--- src/rtl/core/deq_pkg.sv ---
// shared types, constants and helpers for the double-ended queue
package deq_pkg;

    localparam int DEPTH       = 16;
    localparam int IDX_W       = $clog2(DEPTH);
    localparam int CNT_W       = 5;
    localparam int POS_W       = 5;
    localparam int WORD_W      = 32;
    localparam int CMDQ_DEPTH  = 2;
    localparam int CMDQ_AW     = $clog2(CMDQ_DEPTH);
    localparam int RESQ_DEPTH  = 2;
    localparam int RESQ_AW     = $clog2(RESQ_DEPTH);

    typedef enum logic [2:0] {
        OP_ADD_BACK   = 3'd0,
        OP_ADD_FRONT  = 3'd1,
        OP_TAKE_BACK  = 3'd2,
        OP_TAKE_FRONT = 3'd3,
        OP_READ       = 3'd4,
        OP_INSERT     = 3'd5,
        OP_CLEAR      = 3'd6,
        OP_NOP        = 3'd7
    } t_op;

    typedef enum logic [1:0] {
        ST_OK        = 2'd0,
        ST_FULL      = 2'd1,
        ST_EMPTY     = 2'd2,
        ST_BAD_INDEX = 2'd3
    } t_status;

    typedef enum logic [1:0] {
        BK_IDLE,
        BK_READ,
        BK_SHIFT
    } t_back_state;

    typedef struct packed {
        logic [2:0]               op;
        logic signed [WORD_W-1:0] value;
        logic [POS_W-1:0]         position;
    } t_in_item;

    typedef struct packed {
        logic signed [WORD_W-1:0] data;
        logic [1:0]               status;
        logic [CNT_W-1:0]         count;
        logic                     is_empty;
    } t_out_item;

    typedef struct packed {
        t_op                      op;
        logic signed [WORD_W-1:0] value;
        logic [POS_W-1:0]         position;
    } t_cmd;

    typedef struct packed {
        logic valid;
        logic take;
    } t_cmd_hs;

    // ring slot of a logical position, depth is a power of two
    function automatic logic [IDX_W-1:0] slot_of(
        input logic [IDX_W-1:0] front,
        input logic [CNT_W-1:0] pos
    );
        return front + pos[IDX_W-1:0];
    endfunction

    function automatic t_out_item make_res(
        input logic signed [WORD_W-1:0] data,
        input t_status                  status,
        input logic [CNT_W-1:0]         count
    );
        t_out_item r;
        r.data     = data;
        r.status   = status;
        r.count    = count;
        r.is_empty = (count == '0);
        return r;
    endfunction

endpackage

--- src/rtl/core/deq_front.sv ---
// front end: accepts input transactions, decodes the op and queues commands
module deq_front (
    input  logic               i_clk,
    input  logic               i_rst_n,
    input  logic               i_push,
    input  deq_pkg::t_in_item  i_item,
    output logic               o_full,
    output deq_pkg::t_cmd      o_cmd,
    output logic               o_cmd_valid,
    input  logic               i_cmd_take
);

    deq_pkg::t_cmd                r_q [deq_pkg::CMDQ_DEPTH];
    logic [deq_pkg::CMDQ_AW-1:0]  r_wp;
    logic [deq_pkg::CMDQ_AW-1:0]  r_rp;
    logic [deq_pkg::CMDQ_AW:0]    r_cnt;
    logic                         push_ok;
    logic                         take_ok;
    deq_pkg::t_cmd                dec;

    assign o_full      = (r_cnt == (deq_pkg::CMDQ_AW+1)'(deq_pkg::CMDQ_DEPTH));
    assign o_cmd_valid = (r_cnt != '0);
    assign o_cmd       = r_q[r_rp];
    assign push_ok     = i_push && !o_full;
    assign take_ok     = i_cmd_take && o_cmd_valid;

    always_comb begin
        dec.op       = deq_pkg::t_op'(i_item.op);
        dec.value    = i_item.value;
        dec.position = i_item.position;
    end

    always_ff @(posedge i_clk) begin
        if (push_ok) begin
            r_q[r_wp] <= dec;
        end
    end

    always_ff @(posedge i_clk) begin
        if (!i_rst_n) begin
            r_wp  <= '0;
            r_rp  <= '0;
            r_cnt <= '0;
        end else begin
            if (push_ok) begin
                r_wp <= r_wp + 1'b1;
            end
            if (take_ok) begin
                r_rp <= r_rp + 1'b1;
            end
            case ({push_ok, take_ok})
                2'b10:   r_cnt <= r_cnt + 1'b1;
                2'b01:   r_cnt <= r_cnt - 1'b1;
                default: r_cnt <= r_cnt;
            endcase
        end
    end

endmodule

--- src/rtl/core/deq_back.sv ---
// back end: ring store, pointer state, insert shifter and result queue
module deq_back (
    input  logic               i_clk,
    input  logic               i_rst_n,
    input  deq_pkg::t_cmd      i_cmd,
    input  deq_pkg::t_cmd_hs   i_hs_in,
    output deq_pkg::t_cmd_hs   o_hs_out,
    output logic               o_empty,
    input  logic               i_pop,
    output deq_pkg::t_out_item o_res
);

    deq_pkg::t_back_state               r_state, n_state;
    logic [deq_pkg::CNT_W-1:0]          r_count, n_count;
    logic [deq_pkg::IDX_W-1:0]          r_front, n_front;
    logic [deq_pkg::CNT_W-1:0]          r_i, n_i;
    logic [deq_pkg::POS_W-1:0]          r_pos, n_pos;
    logic signed [deq_pkg::WORD_W-1:0]  r_value, n_value;
    logic                               r_wv, n_wv;
    logic [deq_pkg::IDX_W-1:0]          r_wa, n_wa;
    logic signed [deq_pkg::WORD_W-1:0]  r_mem [deq_pkg::DEPTH];
    logic signed [deq_pkg::WORD_W-1:0]  r_rdata;

    deq_pkg::t_out_item                 r_rq [deq_pkg::RESQ_DEPTH];
    logic [deq_pkg::RESQ_AW-1:0]        r_rwp;
    logic [deq_pkg::RESQ_AW-1:0]        r_rrp;
    logic [deq_pkg::RESQ_AW:0]          r_rcnt;

    logic                               we;
    logic [deq_pkg::IDX_W-1:0]          wa;
    logic signed [deq_pkg::WORD_W-1:0]  wd;
    logic [deq_pkg::IDX_W-1:0]          ra;
    logic                               res_push;
    logic                               res_pop;
    deq_pkg::t_out_item                 res_item;
    logic                               res_space;
    logic                               start;
    logic                               is_full;
    logic                               is_emp;
    logic                               shift_more;
    logic                               shift_done;

    assign res_space  = (r_rcnt != (deq_pkg::RESQ_AW+1)'(deq_pkg::RESQ_DEPTH));
    assign start      = (r_state == deq_pkg::BK_IDLE) && i_hs_in.valid && res_space;
    assign is_full    = (r_count == deq_pkg::CNT_W'(deq_pkg::DEPTH));
    assign is_emp     = (r_count == '0);
    assign shift_more = (r_i > r_pos);
    assign shift_done = !shift_more && !r_wv;
    assign res_pop    = i_pop && !o_empty;
    assign o_empty    = (r_rcnt == '0);
    assign o_res      = r_rq[r_rrp];

    always_comb begin
        o_hs_out.valid = 1'b0;
        o_hs_out.take  = start;
    end

    // next state
    always_comb begin
        n_state = r_state;
        case (r_state)
            deq_pkg::BK_IDLE: begin
                if (start) begin
                    case (i_cmd.op)
                        deq_pkg::OP_TAKE_BACK, deq_pkg::OP_TAKE_FRONT: begin
                            if (!is_emp) begin
                                n_state = deq_pkg::BK_READ;
                            end
                        end
                        deq_pkg::OP_READ: begin
                            if (i_cmd.position < r_count) begin
                                n_state = deq_pkg::BK_READ;
                            end
                        end
                        deq_pkg::OP_INSERT: begin
                            if (i_cmd.position <= r_count && !is_full) begin
                                n_state = deq_pkg::BK_SHIFT;
                            end
                        end
                        default: n_state = deq_pkg::BK_IDLE;
                    endcase
                end
            end
            deq_pkg::BK_READ:  n_state = deq_pkg::BK_IDLE;
            deq_pkg::BK_SHIFT: begin
                if (shift_done) begin
                    n_state = deq_pkg::BK_IDLE;
                end
            end
            default: n_state = deq_pkg::BK_IDLE;
        endcase
    end

    // datapath and outputs
    always_comb begin
        n_count  = r_count;
        n_front  = r_front;
        n_i      = r_i;
        n_pos    = r_pos;
        n_value  = r_value;
        n_wv     = 1'b0;
        n_wa     = r_wa;
        we       = 1'b0;
        wa       = '0;
        wd       = '0;
        ra       = r_front;
        res_push = 1'b0;
        res_item = deq_pkg::make_res('0, deq_pkg::ST_OK, r_count);
        case (r_state)
            deq_pkg::BK_IDLE: begin
                if (start) begin
                    case (i_cmd.op)
                        deq_pkg::OP_ADD_BACK: begin
                            res_push = 1'b1;
                            if (is_full) begin
                                res_item = deq_pkg::make_res('0, deq_pkg::ST_FULL, r_count);
                            end else begin
                                we       = 1'b1;
                                wa       = deq_pkg::slot_of(r_front, r_count);
                                wd       = i_cmd.value;
                                n_count  = r_count + 1'b1;
                                res_item = deq_pkg::make_res('0, deq_pkg::ST_OK, n_count);
                            end
                        end
                        deq_pkg::OP_ADD_FRONT: begin
                            res_push = 1'b1;
                            if (is_full) begin
                                res_item = deq_pkg::make_res('0, deq_pkg::ST_FULL, r_count);
                            end else begin
                                n_front  = r_front - 1'b1;
                                we       = 1'b1;
                                wa       = n_front;
                                wd       = i_cmd.value;
                                n_count  = r_count + 1'b1;
                                res_item = deq_pkg::make_res('0, deq_pkg::ST_OK, n_count);
                            end
                        end
                        deq_pkg::OP_TAKE_BACK: begin
                            if (is_emp) begin
                                res_push = 1'b1;
                                res_item = deq_pkg::make_res('0, deq_pkg::ST_EMPTY, r_count);
                            end else begin
                                n_count = r_count - 1'b1;
                                ra      = deq_pkg::slot_of(r_front, n_count);
                            end
                        end
                        deq_pkg::OP_TAKE_FRONT: begin
                            if (is_emp) begin
                                res_push = 1'b1;
                                res_item = deq_pkg::make_res('0, deq_pkg::ST_EMPTY, r_count);
                            end else begin
                                ra      = r_front;
                                n_front = r_front + 1'b1;
                                n_count = r_count - 1'b1;
                            end
                        end
                        deq_pkg::OP_READ: begin
                            if (i_cmd.position >= r_count) begin
                                res_push = 1'b1;
                                res_item = deq_pkg::make_res('0, deq_pkg::ST_BAD_INDEX,
                                                             r_count);
                            end else begin
                                ra = deq_pkg::slot_of(r_front, i_cmd.position);
                            end
                        end
                        deq_pkg::OP_INSERT: begin
                            if (i_cmd.position > r_count) begin
                                res_push = 1'b1;
                                res_item = deq_pkg::make_res('0, deq_pkg::ST_BAD_INDEX,
                                                             r_count);
                            end else if (is_full) begin
                                res_push = 1'b1;
                                res_item = deq_pkg::make_res('0, deq_pkg::ST_FULL, r_count);
                            end else begin
                                n_i     = r_count;
                                n_pos   = i_cmd.position;
                                n_value = i_cmd.value;
                            end
                        end
                        deq_pkg::OP_CLEAR: begin
                            n_count  = '0;
                            n_front  = '0;
                            res_push = 1'b1;
                            res_item = deq_pkg::make_res('0, deq_pkg::ST_OK, '0);
                        end
                        default: begin
                            res_push = 1'b1;
                            res_item = deq_pkg::make_res('0, deq_pkg::ST_OK, r_count);
                        end
                    endcase
                end
            end
            deq_pkg::BK_READ: begin
                res_push = 1'b1;
                res_item = deq_pkg::make_res(r_rdata, deq_pkg::ST_OK, r_count);
            end
            deq_pkg::BK_SHIFT: begin
                if (r_wv) begin
                    we = 1'b1;
                    wa = r_wa;
                    wd = r_rdata;
                end
                if (shift_more) begin
                    ra   = deq_pkg::slot_of(r_front, r_i - 1'b1);
                    n_wv = 1'b1;
                    n_wa = deq_pkg::slot_of(r_front, r_i);
                    n_i  = r_i - 1'b1;
                end else if (!r_wv) begin
                    we       = 1'b1;
                    wa       = deq_pkg::slot_of(r_front, r_pos);
                    wd       = r_value;
                    n_count  = r_count + 1'b1;
                    res_push = 1'b1;
                    res_item = deq_pkg::make_res('0, deq_pkg::ST_OK, n_count);
                end
            end
            default: begin
                res_push = 1'b0;
            end
        endcase
    end

    // ring store
    always_ff @(posedge i_clk) begin
        if (we) begin
            r_mem[wa] <= wd;
        end
        r_rdata <= r_mem[ra];
    end

    always_ff @(posedge i_clk) begin
        r_pos   <= n_pos;
        r_value <= n_value;
        r_wa    <= n_wa;
        r_i     <= n_i;
        if (res_push) begin
            r_rq[r_rwp] <= res_item;
        end
    end

    always_ff @(posedge i_clk) begin
        if (!i_rst_n) begin
            r_state <= deq_pkg::BK_IDLE;
            r_count <= '0;
            r_front <= '0;
            r_wv    <= 1'b0;
            r_rwp   <= '0;
            r_rrp   <= '0;
            r_rcnt  <= '0;
        end else begin
            r_state <= n_state;
            r_count <= n_count;
            r_front <= n_front;
            r_wv    <= n_wv;
            if (res_push) begin
                r_rwp <= r_rwp + 1'b1;
            end
            if (res_pop) begin
                r_rrp <= r_rrp + 1'b1;
            end
            case ({res_push, res_pop})
                2'b10:   r_rcnt <= r_rcnt + 1'b1;
                2'b01:   r_rcnt <= r_rcnt - 1'b1;
                default: r_rcnt <= r_rcnt;
            endcase
        end
    end

endmodule

--- src/rtl/core/double_ended_queue_unit.sv ---
// top level of the double-ended queue
//
//   channel   handshake        payload
//   input     i_push / o_full  i_item (op, value, position)
//   result    o_empty / i_pop  o_res  (data, status, count, is_empty)
//
// pop front/back and read pass through BK_READ in the back end, since the store
// read is registered; push, clear, nop and failed ops finish in BK_IDLE; insert at
// position p shifts entries up one per cycle in BK_SHIFT, then writes the value.
// reset is synchronous and empties the deque; the store itself is not cleared
// a two-deep command queue and a two-deep result queue let each side stall alone
module double_ended_queue_unit (
    input  logic               i_clk,
    input  logic               i_rst_n,
    input  logic               i_push,
    input  deq_pkg::t_in_item  i_item,
    output logic               o_full,
    output logic               o_empty,
    input  logic               i_pop,
    output deq_pkg::t_out_item o_res
);

    deq_pkg::t_cmd    cmd;
    deq_pkg::t_cmd_hs hs_to_back;
    deq_pkg::t_cmd_hs hs_from_back;
    logic             cmd_valid;

    always_comb begin
        hs_to_back.valid = cmd_valid;
        hs_to_back.take  = 1'b0;
    end

    deq_front u_front (
        .i_clk       (i_clk),
        .i_rst_n     (i_rst_n),
        .i_push      (i_push),
        .i_item      (i_item),
        .o_full      (o_full),
        .o_cmd       (cmd),
        .o_cmd_valid (cmd_valid),
        .i_cmd_take  (hs_from_back.take)
    );

    deq_back u_back (
        .i_clk    (i_clk),
        .i_rst_n  (i_rst_n),
        .i_cmd    (cmd),
        .i_hs_in  (hs_to_back),
        .o_hs_out (hs_from_back),
        .o_empty  (o_empty),
        .i_pop    (i_pop),
        .o_res    (o_res)
    );

endmodule
--- config.mk ---
export PLATFORM = sky130hd
export DESIGN_NAME = double_ended_queue_unit
export DESIGN_NICKNAME = d
export VERILOG_FILES = /design/src/rtl/core/deq_pkg.sv /design/src/rtl/core/deq_front.sv /design/src/rtl/core/deq_back.sv /design/src/rtl/core/double_ended_queue_unit.sv
export SDC_FILE = /design/constraint.sdc
export NUM_CORES = 1
export LEC_CHECK = 0
export ABC_AREA = 1
export ABC_CLOCK_PERIOD_IN_PS = 6700
export BUFFER_PORTS_ARGS = -buffer_cell sky130_fd_sc_hd__buf_4
export CAP_MARGIN = 0
export CORE_MARGIN = 4
export CORE_UTILIZATION = 30
export CTS_BUF_LIST = sky130_fd_sc_hd__clkbuf_16
export CTS_CLUSTER_DIAMETER = 40
export DETAILED_ROUTE_END_ITERATION = 8
export PLACE_DENSITY = 0.45
export RECOVER_POWER = 50
export SYNTH_ARGS = -nofsm -noshare
export SYNTH_HDL_FRONTEND = slang
export SYNTH_SLANG_ARGS = --single-unit
--- constraint.sdc ---
create_clock -name i_clk -period 6.7 [get_ports i_clk]
set_clock_uncertainty 0.1 [all_clocks]
set_input_delay 1.34 -clock i_clk [delete_from_list [all_inputs] [get_ports i_clk]]
set_output_delay 1.34 -clock i_clk [all_outputs]
set_load 0.01 [all_outputs]
### Word-level counts from Yosys, hierarchy flattened

Memories as Yosys holds them, arrays and structs flattened. A register that Yosys moved wholly into a read port is not among the register bits.
Cells that the tools add are included.

* bits in registers: 66
* bits in latches: 0
* memory bits (writable): 672
* memory bits (read-only): 0
* output and inout bits: 42
* memories: 3

* add/sub/neg operators: 19
* $mul: 0
* divide/modulo/power cells: 0
* $lt $le $gt $ge: 5
* equal/unequal tests: 30
* shift operators: 0
* muxes and demuxes: 83
* bitwise operators: 2
* reductions and logical operators: 31

Memories
* u_back.r_mem: depth 16, bits a word 32, read ports 1, clocked after Yosys merged registers in 1, wr ports 1, line deq_back.sv:21 `logic signed [deq_pkg::WORD_W-1:0] r_mem [deq_pkg::DEPTH];`
* u_back.r_rq: depth 2, bits a word 40, read ports 1, clocked after Yosys merged registers in 1, wr ports 1, line deq_back.sv:24 `deq_pkg::t_out_item r_rq [deq_pkg::RESQ_DEPTH];`
* u_front.r_q: depth 2, bits a word 40, read ports 1, clocked after Yosys merged registers in 1, wr ports 1, line deq_front.sv:13 `deq_pkg::t_cmd r_q [deq_pkg::CMDQ_DEPTH];`

Operators with widths (count)
* 40-bit one-hot mux with 5 select lines: 1
* 32-bit 2-to-1 mux: 6
* 40-bit 2-to-1 mux: 3
* 40-bit one-hot mux with 3 select lines: 1
* 32-bit one-hot mux with 2 select lines: 1
* 5-bit 2-to-1 mux: 10
* 4-bit 2-to-1 mux: 12
* 4-bit one-hot mux with 2 select lines: 4
* 4-bit adder: 6
* 1-bit 2-to-1 mux: 24
* 5-bit one-hot mux with 2 select lines: 2
* 2-bit != test (second input constant): 9
* 8-bit 2-to-1 mux: 2
* 5-bit one-hot mux with 3 select lines: 1
* 5-bit AND reduction: 3
* 7-bit 2-to-1 mux: 2
* 3-bit != test (second input constant): 4
* 2-bit one-hot mux with 2 select lines: 3
* 4-bit one-hot mux with 3 select lines: 1
* 5-bit > comparator: 2
* 5-bit zero test: 2
* 2-bit 2-to-1 mux: 5
* 5-bit by 1-bit subtractor with 5-bit output (second input constant): 2
* 3-bit == test (second input constant): 3
* other kinds (31): 61

### Logic depth before layout (Yosys ltp)

* depth after elaboration: 8
* depth in mapped cells: 25

### Cells and area by module

A second synthesis with hierarchy kept.

* cell total of the unflattened synthesis: 3034
* area total of the unflattened synthesis: 33801.2 um^2

By module, submodules not included
* deq_back: instances 1, cells an instance 2871, area each 30654.4 um^2, seq. area each 20139.3 um^2
* deq_front: instances 1, cells an instance 162, area each 3143.0 um^2, seq. area each 2502.4 um^2
* double_ended_queue_unit: instances 1, cells an instance 1, area each 3.8 um^2, seq. area each 0.0 um^2

### Least setup slack after synthesis

No wires, ideal clock.

* path kind: reg-to-reg
* from: register with a tool-made name
* to: register u_back.r_pos[0] (netlist bit) (enable)
* setup time: 0.478 ns
* arrival: 4.374 ns
* setup slack: 1.749 ns
* cell stages (with the launch flop): 14
* path buffers: 1
* path through: dfxtp_1 > inv_2 > buf_2 > or2_2 > o21ai_0 > inv_1 > ha_1 > nand2_1 > nor2_1 > nand2_1 > nand3_1 > nand2_1 > nand2_1 > nor3_1

RTL lines
* end signal: assignment: line deq_back.sv:232 `r_pos <= n_pos;`
* end: declaration: line deq_back.sv:17 `logic [deq_pkg::POS_W-1:0] r_pos, n_pos;`

==> results.sh <==
export IMPL_slew_viol_final=105
export IMPL_ff2ff_setup_slack_ps=1410
export IMPL_async_reset_ff_share_pct=0
export IMPL_clock_latency_ps=690
export IMPL_grt_usage_pct=16.4
export IMPL_fmax_mhz=189
export IMPL_fin_crit_ps=5290
export IMPL_crit_required_ps=7230
export IMPL_h_tree_depth=3
export IMPL_synth_area_per_cell_um2=11.1
export IMPL_synth_edf_count=718
export IMPL_maxSlewHeadroom_pct=-68.1
export IMPL_crit_slowest_cell="clkbuf_1"
export IMPL_synth_distinct_cells=41
export IMPL_totalWireLength_um=97900
export IMPL_cpPeakStageDelay_ps=940
export IMPL_final_cell_mix="nand2_1 (826), edfxtp_1 (718), nand3_1 (508)"
export IMPL_core_area_um2=111000
export IMPL_via_per_inst=4.71
export IMPL_drt_iter0_drc=1637
export IMPL_finalPower_mw=20.6
export IMPL_die_area_um2=117000
export IMPL_crit_family="buffers and inverters"
export IMPL_cts_tree="yes"
export IMPL_dieHeight_um=342
export IMPL_path_cells="inv_1 > clkbuf_1 > nand2_1 > nand2_1 > nand2_1 > nor2_1 > inv_2 > nor2_1 > nand2_1 > nand2_1 > nand2_1 > nand2_1 > nand2_1 > nand2_1 > nand2_4 > inv_4 > buf_4 > nand2_1 > nand3_1 > nand3_1 > nand2_1"
export IMPL_min_period_over_period_pct=78.9
export IMPL_placed_cell_area_um2=36100
export IMPL_placed_cells=4505
export IMPL_syn_inst=3017
export IMPL_drv_cap=4
export IMPL_drc=0
export IMPL_syn2layout_area_growth_pct=19.0
export IMPL_ff2ff_path_depth=21
export IMPL_drive_gt1_share_pct=11.8
export IMPL_num_nets_final=3222
export IMPL_run_status="finished with violations"
export IMPL_grt_pass1_vias=21900
export IMPL_cp_buffers_inverters=5
export IMPL_design_area_um2=39800
export IMPL_die_w_um=342
export IMPL_antenna_found_initial=0
export IMPL_cts_num_sinks=772
export IMPL_ys_seq_elements=772
export IMPL_violations="capacitance limit, slew limit"
export IMPL_wl_per_cell_um=20.7
export IMPL_p_leak_nw=15.5
export IMPL_synth_main_ff_cell="edfxtp_1"
export IMPL_crit_top_cell="nand2_1"
export IMPL_tightest_slew_ps=2520
export IMPL_n_antenna_cell=0
export IMPL_final_common_cell="nand2_1"
export IMPL_crit_path_start_kind="flip-flop"
export IMPL_io_pin_count=86
export IMPL_drt_pass1_iter_count=5
export IMPL_routabilityCongestion=0.861
export IMPL_cts_hold_buffers_added=0
export IMPL_finalSetupViolCount=0
export IMPL_rsz0062_at_grt="no"
export IMPL_grt_start_max_net_pins=86
export IMPL_clkTransAtPathRegs_ps=60
export IMPL_clk_path_buf_depth=3
export IMPL_grt_overflow=0
export IMPL_initial_core_util_pct=30.2
export IMPL_crit_arrival_ps=5810
export IMPL_layout_cells_non_filler=4727
export IMPL_synth_area_um2=33500
export IMPL_synth_nets=3103
export IMPL_crit_path_end_kind="flip-flop"
export IMPL_synth_warnings=0
export IMPL_dp_hpwl_um=57600
export IMPL_path_depth=21
export IMPL_num_rows=122
export IMPL_postRouteAntennaNets=0
export IMPL_tns_ps=0
export IMPL_post_cts_resized=0
export IMPL_grt_pass1_wl_um=145000
export IMPL_hold_viol_final=0
export IMPL_post_cts_buffers=0
export IMPL_crit_fanout=51
export IMPL_fin_hold_ws_ps=357
export IMPL_timing_hold_worst_class="reg2reg"
export IMPL_clock_root_buffer="clkbuf_16"
export IMPL_cts_buffers=117
export IMPL_portBuffers=85
export IMPL_min_path_cells=1
export IMPL_p_per_area_nw_per_um2=518
export IMPL_ir_worst_vdd_mv=0.422
export IMPL_vias=22300
export IMPL_yosysSeqAreaShare_pct=67.7
export IMPL_path_class="reg2reg"
## Yosys cell counts, types with 6 or more instances
cell,count,area share (%)
mux2_2,40,1.3
buf_2,86,1.3
edfxtp_1,718,64
a211oi_1,7,0.16
ha_1,36,1.3
o211ai_1,35,0.79
dfxtp_1,54,3.2
nand3_1,507,7.6
xor2_1,16,0.42
xnor2_1,12,0.31
inv_1,272,3.1
buf_1,7,0.079
fa_1,6,0.36
nand2_1,829,9.3
nor2_1,104,1.2
clkbuf_1,54,0.61
nand2_2,6,0.11
o22ai_1,9,0.17
o21ai_0,35,0.52
inv_2,7,0.079
a21oi_1,31,0.46
buf_4,15,0.34
nand3b_1,97,2.2
nand4_1,6,0.11
## routing by layer
metal / GRT usage (%) / vias to the layer above / routed length [um]
met5: 0 / - / 0
met4: 4.53 / 0 / 2430
met3: 2.50 / 149 / 4150
met2: 27.5 / 496 / 47300
met1: 22.3 / 11000 / 44100
li1: - / 10600 / -
## sequential cells by signal, summed over array words and instances, names as in the netlist, 2 cells and up, named ones only
signal,cells
u_back.r_count,5
u_back.r_mem,512
u_back.r_i,5
u_back.r_front,4
u_back.r_state,2
u_back.r_wa,4
u_back.r_rq,80
u_back.r_pos,5
u_front.r_q,80
u_front.r_cnt,2
u_back.r_value,32
u_back.r_rdata,32
u_back.r_rcnt,2
## power by group
group / internal [mW] / leakage [nW] / switching [mW]
logic: 2.30 / 6.46 / 5.60
registers: 6.30 / 7.10 / 0.307
clock network: 3.81 / 1.97 / 2.31
total: 12.4 / 15.5 / 8.21
## cells by family after synthesis
group                      after synthesis  synth area share (%)
xor gates and xnor gates                28                 0.733
AOI/OAI and AO/OA                      130                  2.39
buffers and inverters                  443                  5.46
muxes                                   40                  1.35
DFF                                    772                  67.7
adders and majority gates               42                  1.70
and+or+nand+nor                       1562                  20.7
## cell type report
type | instances | area [um^2]
inverters | 280 | 1050
repair buffers | 163 | 1070
fillers | 11100 | 70800
well taps | 1488 | 1860
flip-flops and latches | 772 | 22600
multi-input cells | 1802 | 9200
clock buffers | 118 | 2950
clock inverters | 104 | 1050
## path summary, 6_finish.rpt
kind	from	end
worst max-delay path	flip-flop	u_back.r_rdata[0]
worst min register to register	u_back.r_rrp	flip-flop
worst min-delay path	u_back.r_rrp	flip-flop
worst max register to register	flip-flop	u_back.r_rdata[0]
## worst reg2reg max path, cell delays in order (launching register included)
cell and delay (ps):
dfxtp_1 310, inv_1 530, clkbuf_1 940, nand2_1 110
nand2_1 180, nand2_1 100, nor2_1 380, inv_2 110
nor2_1 100, nand2_1 60, nand2_1 70, nand2_1 50
nand2_1 50, nand2_1 60, nand2_1 130, nand2_4 420
inv_4 750, buf_4 430, nand2_1 110, nand3_1 90
nand3_1 100, nand2_1 90
## through the flow
step | utilization (%) | setup WS (ps)
CTS | 36.2 | 2120
global route | 36.0 | 890
detailed placement | 32.6 | 2110
floorplan | - | 1750
finish | 36.0 | 1410
global placement | 32.6 | 2120
(Power assumes the default switching activity.)
